## src/hdl/fra_pkg.sv

```systemverilog
`timescale 1ns / 1ps

package fra_pkg;

    localparam int OP_W      = 16;
    localparam int CMD_W     = 2;
    localparam int PROD_W    = 2 * OP_W;
    localparam int NUM_W     = PROD_W + 1;
    localparam int DEN_W     = PROD_W;
    localparam int K_W       = $clog2(NUM_W + 1);
    localparam int CNT_W     = $clog2(NUM_W + 1);
    localparam int S_TDATA_W = ((4 * OP_W + 7) / 8) * 8;
    localparam int M_TDATA_W = ((NUM_W + DEN_W + 7) / 8) * 8;
    localparam int M_PAD_W   = M_TDATA_W - NUM_W - DEN_W;

    typedef enum logic [CMD_W-1:0] {
        OP_ADD = 2'd0,
        OP_SUB = 2'd1,
        OP_MUL = 2'd2,
        OP_DIV = 2'd3
    } op_t;

    // which product the shared multiplier forms this cycle
    typedef enum logic [1:0] {
        SEL_P0  = 2'd0,
        SEL_P1  = 2'd1,
        SEL_DEN = 2'd2
    } mul_sel_t;

    typedef struct packed {
        logic     load;
        logic     mul_en;
        mul_sel_t mul_sel;
        logic     comb;
        logic     gcd_step;
        logic     div_start;
        logic     div_step;
        logic     out_load;
    } cmd_t;

    typedef struct packed {
        logic gcd_done;
        logic g_zero;
        logic div_done;
        logic out_free;
    } status_t;

endpackage

```

## src/hdl/fra_ctrl.sv

```systemverilog
`timescale 1ns / 1ps

module fra_ctrl (
    input  logic             aclk,
    input  logic             aresetn,
    input  logic             s_tvalid,
    output logic             s_tready,
    input  fra_pkg::status_t status,
    output fra_pkg::cmd_t    cmd
);
    import fra_pkg::*;

    typedef enum logic [7:0] {
        ST_IDLE = 8'b0000_0001,
        ST_MUL0 = 8'b0000_0010,
        ST_MUL1 = 8'b0000_0100,
        ST_MUL2 = 8'b0000_1000,
        ST_COMB = 8'b0001_0000,
        ST_GCD  = 8'b0010_0000,
        ST_DIV  = 8'b0100_0000,
        ST_OUT  = 8'b1000_0000
    } state_t;

    state_t state_reg;
    state_t state_next;

    always_ff @(posedge aclk) begin
        if (!aresetn) begin
            state_reg <= ST_IDLE;
        end else begin
            state_reg <= state_next;
        end
    end

    always_comb begin
        state_next = state_reg;
        s_tready   = 1'b0;
        cmd        = '0;
        cmd.mul_sel = SEL_P0;
        unique case (state_reg)
            ST_IDLE: begin
                s_tready = 1'b1;
                if (s_tvalid) begin
                    cmd.load   = 1'b1;
                    state_next = ST_MUL0;
                end
            end
            ST_MUL0: begin
                cmd.mul_en  = 1'b1;
                cmd.mul_sel = SEL_P0;
                state_next  = ST_MUL1;
            end
            ST_MUL1: begin
                cmd.mul_en  = 1'b1;
                cmd.mul_sel = SEL_P1;
                state_next  = ST_MUL2;
            end
            ST_MUL2: begin
                cmd.mul_en  = 1'b1;
                cmd.mul_sel = SEL_DEN;
                state_next  = ST_COMB;
            end
            ST_COMB: begin
                cmd.comb   = 1'b1;
                state_next = ST_GCD;
            end
            ST_GCD: begin
                if (status.gcd_done) begin
                    // 0/0 has no divisor: pass it through unreduced
                    if (status.g_zero) begin
                        state_next = ST_OUT;
                    end else begin
                        cmd.div_start = 1'b1;
                        state_next    = ST_DIV;
                    end
                end else begin
                    cmd.gcd_step = 1'b1;
                end
            end
            ST_DIV: begin
                if (status.div_done) begin
                    state_next = ST_OUT;
                end else begin
                    cmd.div_step = 1'b1;
                end
            end
            ST_OUT: begin
                if (status.out_free) begin
                    cmd.out_load = 1'b1;
                    state_next   = ST_IDLE;
                end
            end
            default: begin
                state_next = ST_IDLE;
            end
        endcase
    end

endmodule

```

## src/hdl/fra_dpath.sv

```systemverilog
`timescale 1ns / 1ps

module fra_dpath (
    input  logic                             aclk,
    input  logic                             aresetn,
    // s_tdata: num_a, den_a, num_b, den_b (lowest bits first)
    input  logic [fra_pkg::S_TDATA_W-1:0]    s_tdata,
    // s_tuser: command
    input  logic [fra_pkg::CMD_W-1:0]        s_tuser,
    output logic                             m_tvalid,
    input  logic                             m_tready,
    // m_tdata: result_num, result_den, zero pad (lowest bits first)
    output logic [fra_pkg::M_TDATA_W-1:0]    m_tdata,
    // m_tuser: negative
    output logic                             m_tuser,
    input  fra_pkg::cmd_t                    cmd,
    output fra_pkg::status_t                 status
);
    import fra_pkg::*;

    op_t               op_reg;
    logic [OP_W-1:0]   na_reg, da_reg, nb_reg, db_reg;
    logic [PROD_W-1:0] p0_reg, p1_reg, pd_reg;
    logic              neg_reg;
    logic [NUM_W-1:0]  u_reg, v_reg;
    logic [K_W-1:0]    k_reg;
    logic [NUM_W-1:0]  qn_reg, qd_reg;
    logic [NUM_W:0]    rn_reg, rd_reg;
    logic [NUM_W-1:0]  g_reg;
    logic [CNT_W-1:0]  cnt_reg;
    logic              m_tvalid_reg;
    logic [M_TDATA_W-1:0] m_tdata_reg;
    logic              m_tuser_reg;

    // shared multiplier
    logic [OP_W-1:0]   mul_a, mul_b;
    logic [PROD_W-1:0] prod;

    always_comb begin
        case (cmd.mul_sel)
            SEL_P0: begin
                mul_a = na_reg;
                mul_b = (op_reg == OP_MUL) ? nb_reg : db_reg;
            end
            SEL_P1: begin
                mul_a = nb_reg;
                mul_b = da_reg;
            end
            SEL_DEN: begin
                mul_a = da_reg;
                mul_b = (op_reg == OP_DIV) ? nb_reg : db_reg;
            end
            default: begin
                mul_a = da_reg;
                mul_b = db_reg;
            end
        endcase
    end

    assign prod = PROD_W'(mul_a) * PROD_W'(mul_b);

    // numerator from the registered products
    logic [NUM_W-1:0] ext0, ext1, comb_num;
    logic             comb_neg;

    assign ext0 = {1'b0, p0_reg};
    assign ext1 = {1'b0, p1_reg};

    always_comb begin
        comb_neg = 1'b0;
        case (op_reg)
            OP_ADD: comb_num = ext0 + ext1;
            OP_SUB: begin
                comb_neg = (p0_reg < p1_reg);
                comb_num = comb_neg ? (ext1 - ext0) : (ext0 - ext1);
            end
            default: comb_num = ext0;
        endcase
    end

    // binary gcd step
    logic [NUM_W-1:0] u_minus_v, v_minus_u;
    logic             u_ge_v;

    assign u_ge_v    = (u_reg >= v_reg);
    assign u_minus_v = u_reg - v_reg;
    assign v_minus_u = v_reg - u_reg;

    // restoring divider step, both parts by the same gcd
    logic [NUM_W:0] g_ext, tn, td;
    logic           ge_n, ge_d;

    assign g_ext = {1'b0, g_reg};
    assign tn    = {rn_reg[NUM_W-1:0], qn_reg[NUM_W-1]};
    assign td    = {rd_reg[NUM_W-1:0], qd_reg[NUM_W-1]};
    assign ge_n  = (tn >= g_ext);
    assign ge_d  = (td >= g_ext);

    always_ff @(posedge aclk) begin
        if (cmd.load) begin
            op_reg <= op_t'(s_tuser);
            na_reg <= s_tdata[OP_W-1:0];
            da_reg <= s_tdata[2*OP_W-1:OP_W];
            nb_reg <= s_tdata[3*OP_W-1:2*OP_W];
            db_reg <= s_tdata[4*OP_W-1:3*OP_W];
        end

        if (cmd.mul_en) begin
            case (cmd.mul_sel)
                SEL_P0:  p0_reg <= prod;
                SEL_P1:  p1_reg <= prod;
                default: pd_reg <= prod;
            endcase
        end

        if (cmd.comb) begin
            u_reg   <= comb_num;
            v_reg   <= {1'b0, pd_reg};
            qn_reg  <= comb_num;
            qd_reg  <= {1'b0, pd_reg};
            k_reg   <= '0;
            neg_reg <= comb_neg;
        end else if (cmd.gcd_step) begin
            if (!u_reg[0] && !v_reg[0]) begin
                u_reg <= u_reg >> 1;
                v_reg <= v_reg >> 1;
                k_reg <= k_reg + 1'b1;
            end else if (!u_reg[0]) begin
                u_reg <= u_reg >> 1;
            end else if (!v_reg[0]) begin
                v_reg <= v_reg >> 1;
            end else if (u_ge_v) begin
                // difference of two odd values is even
                u_reg <= u_minus_v >> 1;
            end else begin
                v_reg <= v_minus_u >> 1;
            end
        end else if (cmd.div_step) begin
            rn_reg <= ge_n ? (tn - g_ext) : tn;
            rd_reg <= ge_d ? (td - g_ext) : td;
            qn_reg <= {qn_reg[NUM_W-2:0], ge_n};
            qd_reg <= {qd_reg[NUM_W-2:0], ge_d};
        end

        if (cmd.div_start) begin
            g_reg  <= (u_reg | v_reg) << k_reg;
            rn_reg <= '0;
            rd_reg <= '0;
        end

        if (cmd.out_load) begin
            m_tdata_reg <= {{M_PAD_W{1'b0}}, qd_reg[DEN_W-1:0], qn_reg};
            m_tuser_reg <= neg_reg;
        end
    end

    always_ff @(posedge aclk) begin
        if (!aresetn) begin
            m_tvalid_reg <= 1'b0;
            cnt_reg      <= '0;
        end else begin
            if (cmd.out_load) begin
                m_tvalid_reg <= 1'b1;
            end else if (m_tready) begin
                m_tvalid_reg <= 1'b0;
            end

            if (cmd.div_start) begin
                cnt_reg <= '0;
            end else if (cmd.div_step) begin
                cnt_reg <= cnt_reg + 1'b1;
            end
        end
    end

    assign status.gcd_done = (u_reg == '0) || (v_reg == '0);
    assign status.g_zero   = ((u_reg | v_reg) == '0);
    assign status.div_done = (cnt_reg == CNT_W'(NUM_W));
    assign status.out_free = !m_tvalid_reg || m_tready;

    assign m_tvalid = m_tvalid_reg;
    assign m_tdata  = m_tdata_reg;
    assign m_tuser  = m_tuser_reg;

endmodule

```

## src/hdl/fraction_arith_reduce.sv

```systemverilog
`timescale 1ns / 1ps
// Channel  Dir  Payload
// s_       in   tdata: num_a, den_a, num_b, den_b; tuser: command
// m_       out  tdata: result_num, result_den; tuser: negative
//
// One transaction at a time: an accept step, three multiply steps and a combine step,
// then one binary gcd step per cycle until one operand is zero, then 33 divider
// steps (skipped when the result is 0/0) and an output step.
// aresetn is synchronous, active low; it clears the controller and m_tvalid.
// A finished result waits in the output register while s_tready accepts
// the next transaction; a stalled m_tready holds the block only at the output step.

module fraction_arith_reduce (
    input  logic                             aclk,
    input  logic                             aresetn,
    input  logic                             s_tvalid,
    output logic                             s_tready,
    // num_a, den_a, num_b, den_b (lowest bits first)
    input  logic [fra_pkg::S_TDATA_W-1:0]    s_tdata,
    // command
    input  logic [fra_pkg::CMD_W-1:0]        s_tuser,
    output logic                             m_tvalid,
    input  logic                             m_tready,
    // result_num, result_den, zero pad (lowest bits first)
    output logic [fra_pkg::M_TDATA_W-1:0]    m_tdata,
    // negative
    output logic                             m_tuser
);
    import fra_pkg::*;

    cmd_t    cmd;
    status_t status;

    fra_ctrl u_ctrl (
        .aclk     (aclk),
        .aresetn  (aresetn),
        .s_tvalid (s_tvalid),
        .s_tready (s_tready),
        .status   (status),
        .cmd      (cmd)
    );

    fra_dpath u_dpath (
        .aclk     (aclk),
        .aresetn  (aresetn),
        .s_tdata  (s_tdata),
        .s_tuser  (s_tuser),
        .m_tvalid (m_tvalid),
        .m_tready (m_tready),
        .m_tdata  (m_tdata),
        .m_tuser  (m_tuser),
        .cmd      (cmd),
        .status   (status)
    );

endmodule

```

## config.mk

```make
export PLATFORM = sky130hd
export DESIGN_NAME = fraction_arith_reduce
export DESIGN_NICKNAME = d
export VERILOG_FILES = /design/src/hdl/fra_pkg.sv /design/src/hdl/fra_ctrl.sv /design/src/hdl/fra_dpath.sv /design/src/hdl/fraction_arith_reduce.sv
export SDC_FILE = /design/constraint.sdc
export NUM_CORES = 2
export LEC_CHECK = 0
export ABC_AREA = 1
export BUFFER_PORTS_ARGS = -buffer_cell sky130_fd_sc_hd__buf_2
export CAP_MARGIN = 20
export CORE_MARGIN = 5
export CORE_UTILIZATION = 50
export CTS_CLUSTER_SIZE = 14
export DETAILED_ROUTE_END_ITERATION = 10
export GPL_TIMING_DRIVEN = 1
export PLACE_DENSITY = 0.74
export SLEW_MARGIN = 25
export SYNTH_ARGS = -nofsm -noshare
export SYNTH_HDL_FRONTEND = slang
export SYNTH_HIERARCHICAL = 1
export SYNTH_SLANG_ARGS = --single-unit
```

## constraint.sdc

```tcl
create_clock -name aclk -period 11.09 [get_ports aclk]
set_input_delay 2.7725 -clock aclk [delete_from_list [all_inputs] [get_ports aclk]]
set_output_delay 2.7725 -clock aclk [all_outputs]
set_load 0.03 [all_outputs]
```

==> impl_results.md <==
- Mapped Area: 0.04665 mm^2
- Number of global-route vias before repair: 40360
- Die area: 0.09951 mm^2
- Area Growth Syn to Fin: 7.062%
- Total Neg Setup Slack: 0 ns
- Synth warnings: 6
- RD Place Congestion: 1.055
- Crit share post-route: 0.7510
- R2r worst-path depth: 28
- Via density: 5.534
- Largest stage delay, worst path: 0.64 ns
- Sequential share of the synthesized area: 0.2901
- Final Non-Filler Cells: 7733
- Buf/Inv on CP: 8
- Largest net degree at the start of global routing: 81
- MaxCap Viol Count: 0
- CTS buffer count: 53
- Port Buffers: 137
- Antenna viol nets, final: 0
- Yosys cell types: 76
- Number of flops mapped to enable cells by yosys: 392
- Critical Path RT: 11.52 ns
- Syn_area_per_cell: 7.294 um^2
- # setup viols final: 0
- DR vias: 42790
- First-pass GRT wire length: 238500 um
- Starting density of the core: 0.5021
- Hold Buf Count CTS: 0
- Inst Count DP: ~7600
- Layout fillers: around 9000
- Hold crit path type: flip-flop to flip-flop
- Total Routing Usage GR: 0.3098
- Residual DRC: 0
- Final WL: 158100 um
- Fin worst setup slack: ~2.8 ns
- Core Rows: 112
- Layout Utilization: 0.5376
- Num ports: roughly 150
- Initial antenna violation count: 4
- Cts repair resizes: 0
- CTS tree: built
- Crit-path most repeated cell: inv_1
- FFs w/ async S/R, synth: 0
- Max FFs per register: 65
- Crit path capture type: flip-flop
- Achievable Freq: 120.1 MHz
- Htree depth: 2
- CTS max path bufs: 3
- WL per Instance: 20.45 um
- Crit path launch type: flip-flop
- Data arrival, critical path: 8.76 ns
- Slew HR: 0.2491
- Register bit total from synthesis: 480
- CTS Sinks: 480
- Initial DRC Count: 4476
- # Post-CTS Setup Buffers: 0
- Hold Violations, Final: 0
- Worst-Margin Slew: between 1 and 1.5 ns
- Final min period: between 8 and 9 ns
- Layout cell share with drive strength beyond 1: 0.07534
- Run status: finished clean
- Worst Skew: around 0.023 ns
- Worst hold stages: 0
- WP depth: 28
- CTS root buffer: clkbuf_16
- Slowest cell on crit path: o21ai_2
- First-pass DRT Iterations: 7
- Critical path class: flip-flop to flip-flop
- Die H: 315.5 um
- Worst-path maximum fanout: 20
- Clock transition at path regs: around 0.06 ns
- Nets: approximately 7000
- Core area: 0.09291 mm^2
- Die W: 315.5 um
- Cells after Synth: 6396
- Slew Limit Fails: 0
- Crit path max-delay family: adder cells
- Main synth FF type: edfxtp_1
- Pre-CTS setup slack: 2.893 ns
- Gr ovfl total: 0
- Skew-Pair Late Insertion Delay: 0.64 ns
- RSZ-0062 raised after global routing: false
- Dpl hpwl: 127700 um
[cells in the mapped netlist (33+ instances only)]
| cell | count | area [um^2] |
|---|---|---|
| buf_2 | 55 | 275.3 |
| inv_2 | 46 | 172.7 |
| nor2_1 | 453 | 1700 |
| nor2_2 | 34 | 212.7 |
| nand4_1 | 63 | 394.1 |
| a21oi_1 | 327 | 1637 |
| nor3_1 | 40 | 200.2 |
| edfxtp_1 | 392 | 11770 |
| inv_1 | 1057 | 3968 |
| nand2_1 | 1952 | 7327 |
| o21ai_0 | 264 | 1321 |
| clkbuf_1 | 59 | 221.5 |
| xor2_1 | 118 | 1033 |
| o21bai_1 | 34 | 255.2 |
| fa_1 | 201 | 4024 |
| nand3_1 | 372 | 1862 |
| ha_1 | 366 | 4579 |
| buf_4 | 35 | 262.8 |
| nand2_2 | 33 | 206.5 |
| dfxtp_1 | 88 | 1762 |
[cell families (layout without fill, tap and decap cells)]
group                    Yosys count  count (layout)  synth area share
multiplexers                      11              11          0.002360
other                              1               9        0.00008039
buffers and inverters           1294            1369            0.1126
flip-flops                       480             480            0.2901
adder cells (fa/ha/maj)          567             567            0.1844
AO/OA/AOI/OAI                    852             852            0.1084
XOR/XNOR                         136             136           0.02553
AND/OR/NAND/NOR                 3055            3055            0.2766
[worst paths after layout]
check	from	endpoint	slack, ns
setup / recovery	u_ctrl/state_reg[5]$_SDFFE_PN0P_	u_dpath/p0_reg[27]$_DFFE_PP_	2.76
hold / removal	u_dpath/neg_reg$_SDFFCE_PN0P_	u_dpath/m_tuser$_DFFE_PP_	0.42
setup reg to reg	u_ctrl/state_reg[5]$_SDFFE_PN0P_	u_dpath/p0_reg[27]$_DFFE_PP_	2.76
hold reg to reg	u_dpath/neg_reg$_SDFFCE_PN0P_	u_dpath/m_tuser$_DFFE_PP_	0.42
[placed cells by master (no fill, tap or decap), types with 22 or more instances in the layout]
| master | netlist | layout |
|---|---|---|
| nand2_2 | 33 | 33 |
| o21ai_1 | 32 | 32 |
| nand4_1 | 63 | 63 |
| o22ai_1 | 22 | 22 |
| nand3_1 | 372 | 372 |
| ha_1 | 366 | 366 |
| o21bai_1 | 34 | 34 |
| nor2_2 | 34 | 38 |
| buf_4 | 35 | 28 |
| a21oi_1 | 327 | 327 |
| inv_2 | 46 | 47 |
| nor4_1 | 27 | 26 |
| nor3_1 | 40 | 39 |
| clkbuf_16 | 0 | 58 |
| xor2_1 | 118 | 118 |
| fa_1 | 201 | 201 |
| dfxtp_1 | 88 | 88 |
| edfxtp_1 | 392 | 392 |
| o21ai_0 | 264 | 263 |
| buf_2 | 55 | 137 |
| o211ai_1 | 31 | 31 |
| nand2_1 | 1952 | 1952 |
| nor2_1 | 453 | 446 |
| inv_1 | 1057 | 1055 |
| o21a_1 | 24 | 24 |
[per-layer routing]
metal / part of all wire / global-route usage / routed length, um
met5: 0.000089 / 0 / 14
met1: 0.43 / 0.4333 / 67400
met2: 0.43 / 0.4762 / 67570
met4: 0.049 / 0.1302 / 7769
met3: 0.097 / 0.05552 / 15360
[per-stage QoR]
step                hold WS [ns]  cell area (um^2)
finish                    0.4181             49940
global placement          0.4157             48090
detailed placement        0.4045             48100
floorplan                 0.4003             46670
global route              0.4223             49940
CTS                       0.4185             49940
[cell type report]
class                      count  area [um^2]  share of cell area
multi-input combinational   4628        27940              0.5595
sequential                   480        13530              0.2710
timing repair buffer         165        895.9             0.01794
tap                         1254         1569             0.03142
antenna                        2        5.005           0.0001002
clock buffer                  69         1523             0.03049
inverter                    1107         4160             0.08330
clock inverter                28        315.3            0.006313
[worst reg2reg max path: cells and delay by family (launching register included)]
family,cells,cell delay (ns)
buffers and inverters,8,0.85
and+or+nand+nor,6,0.97
AOI/OAI and AO/OA,6,2.26
adders and majority gates,7,3.32
xor gates and xnor gates,1,0.29
DFF,1,0.42
Power is not shown: default switching activity piles up to over one toggle a cycle in this logic, so the estimate is an artifact.
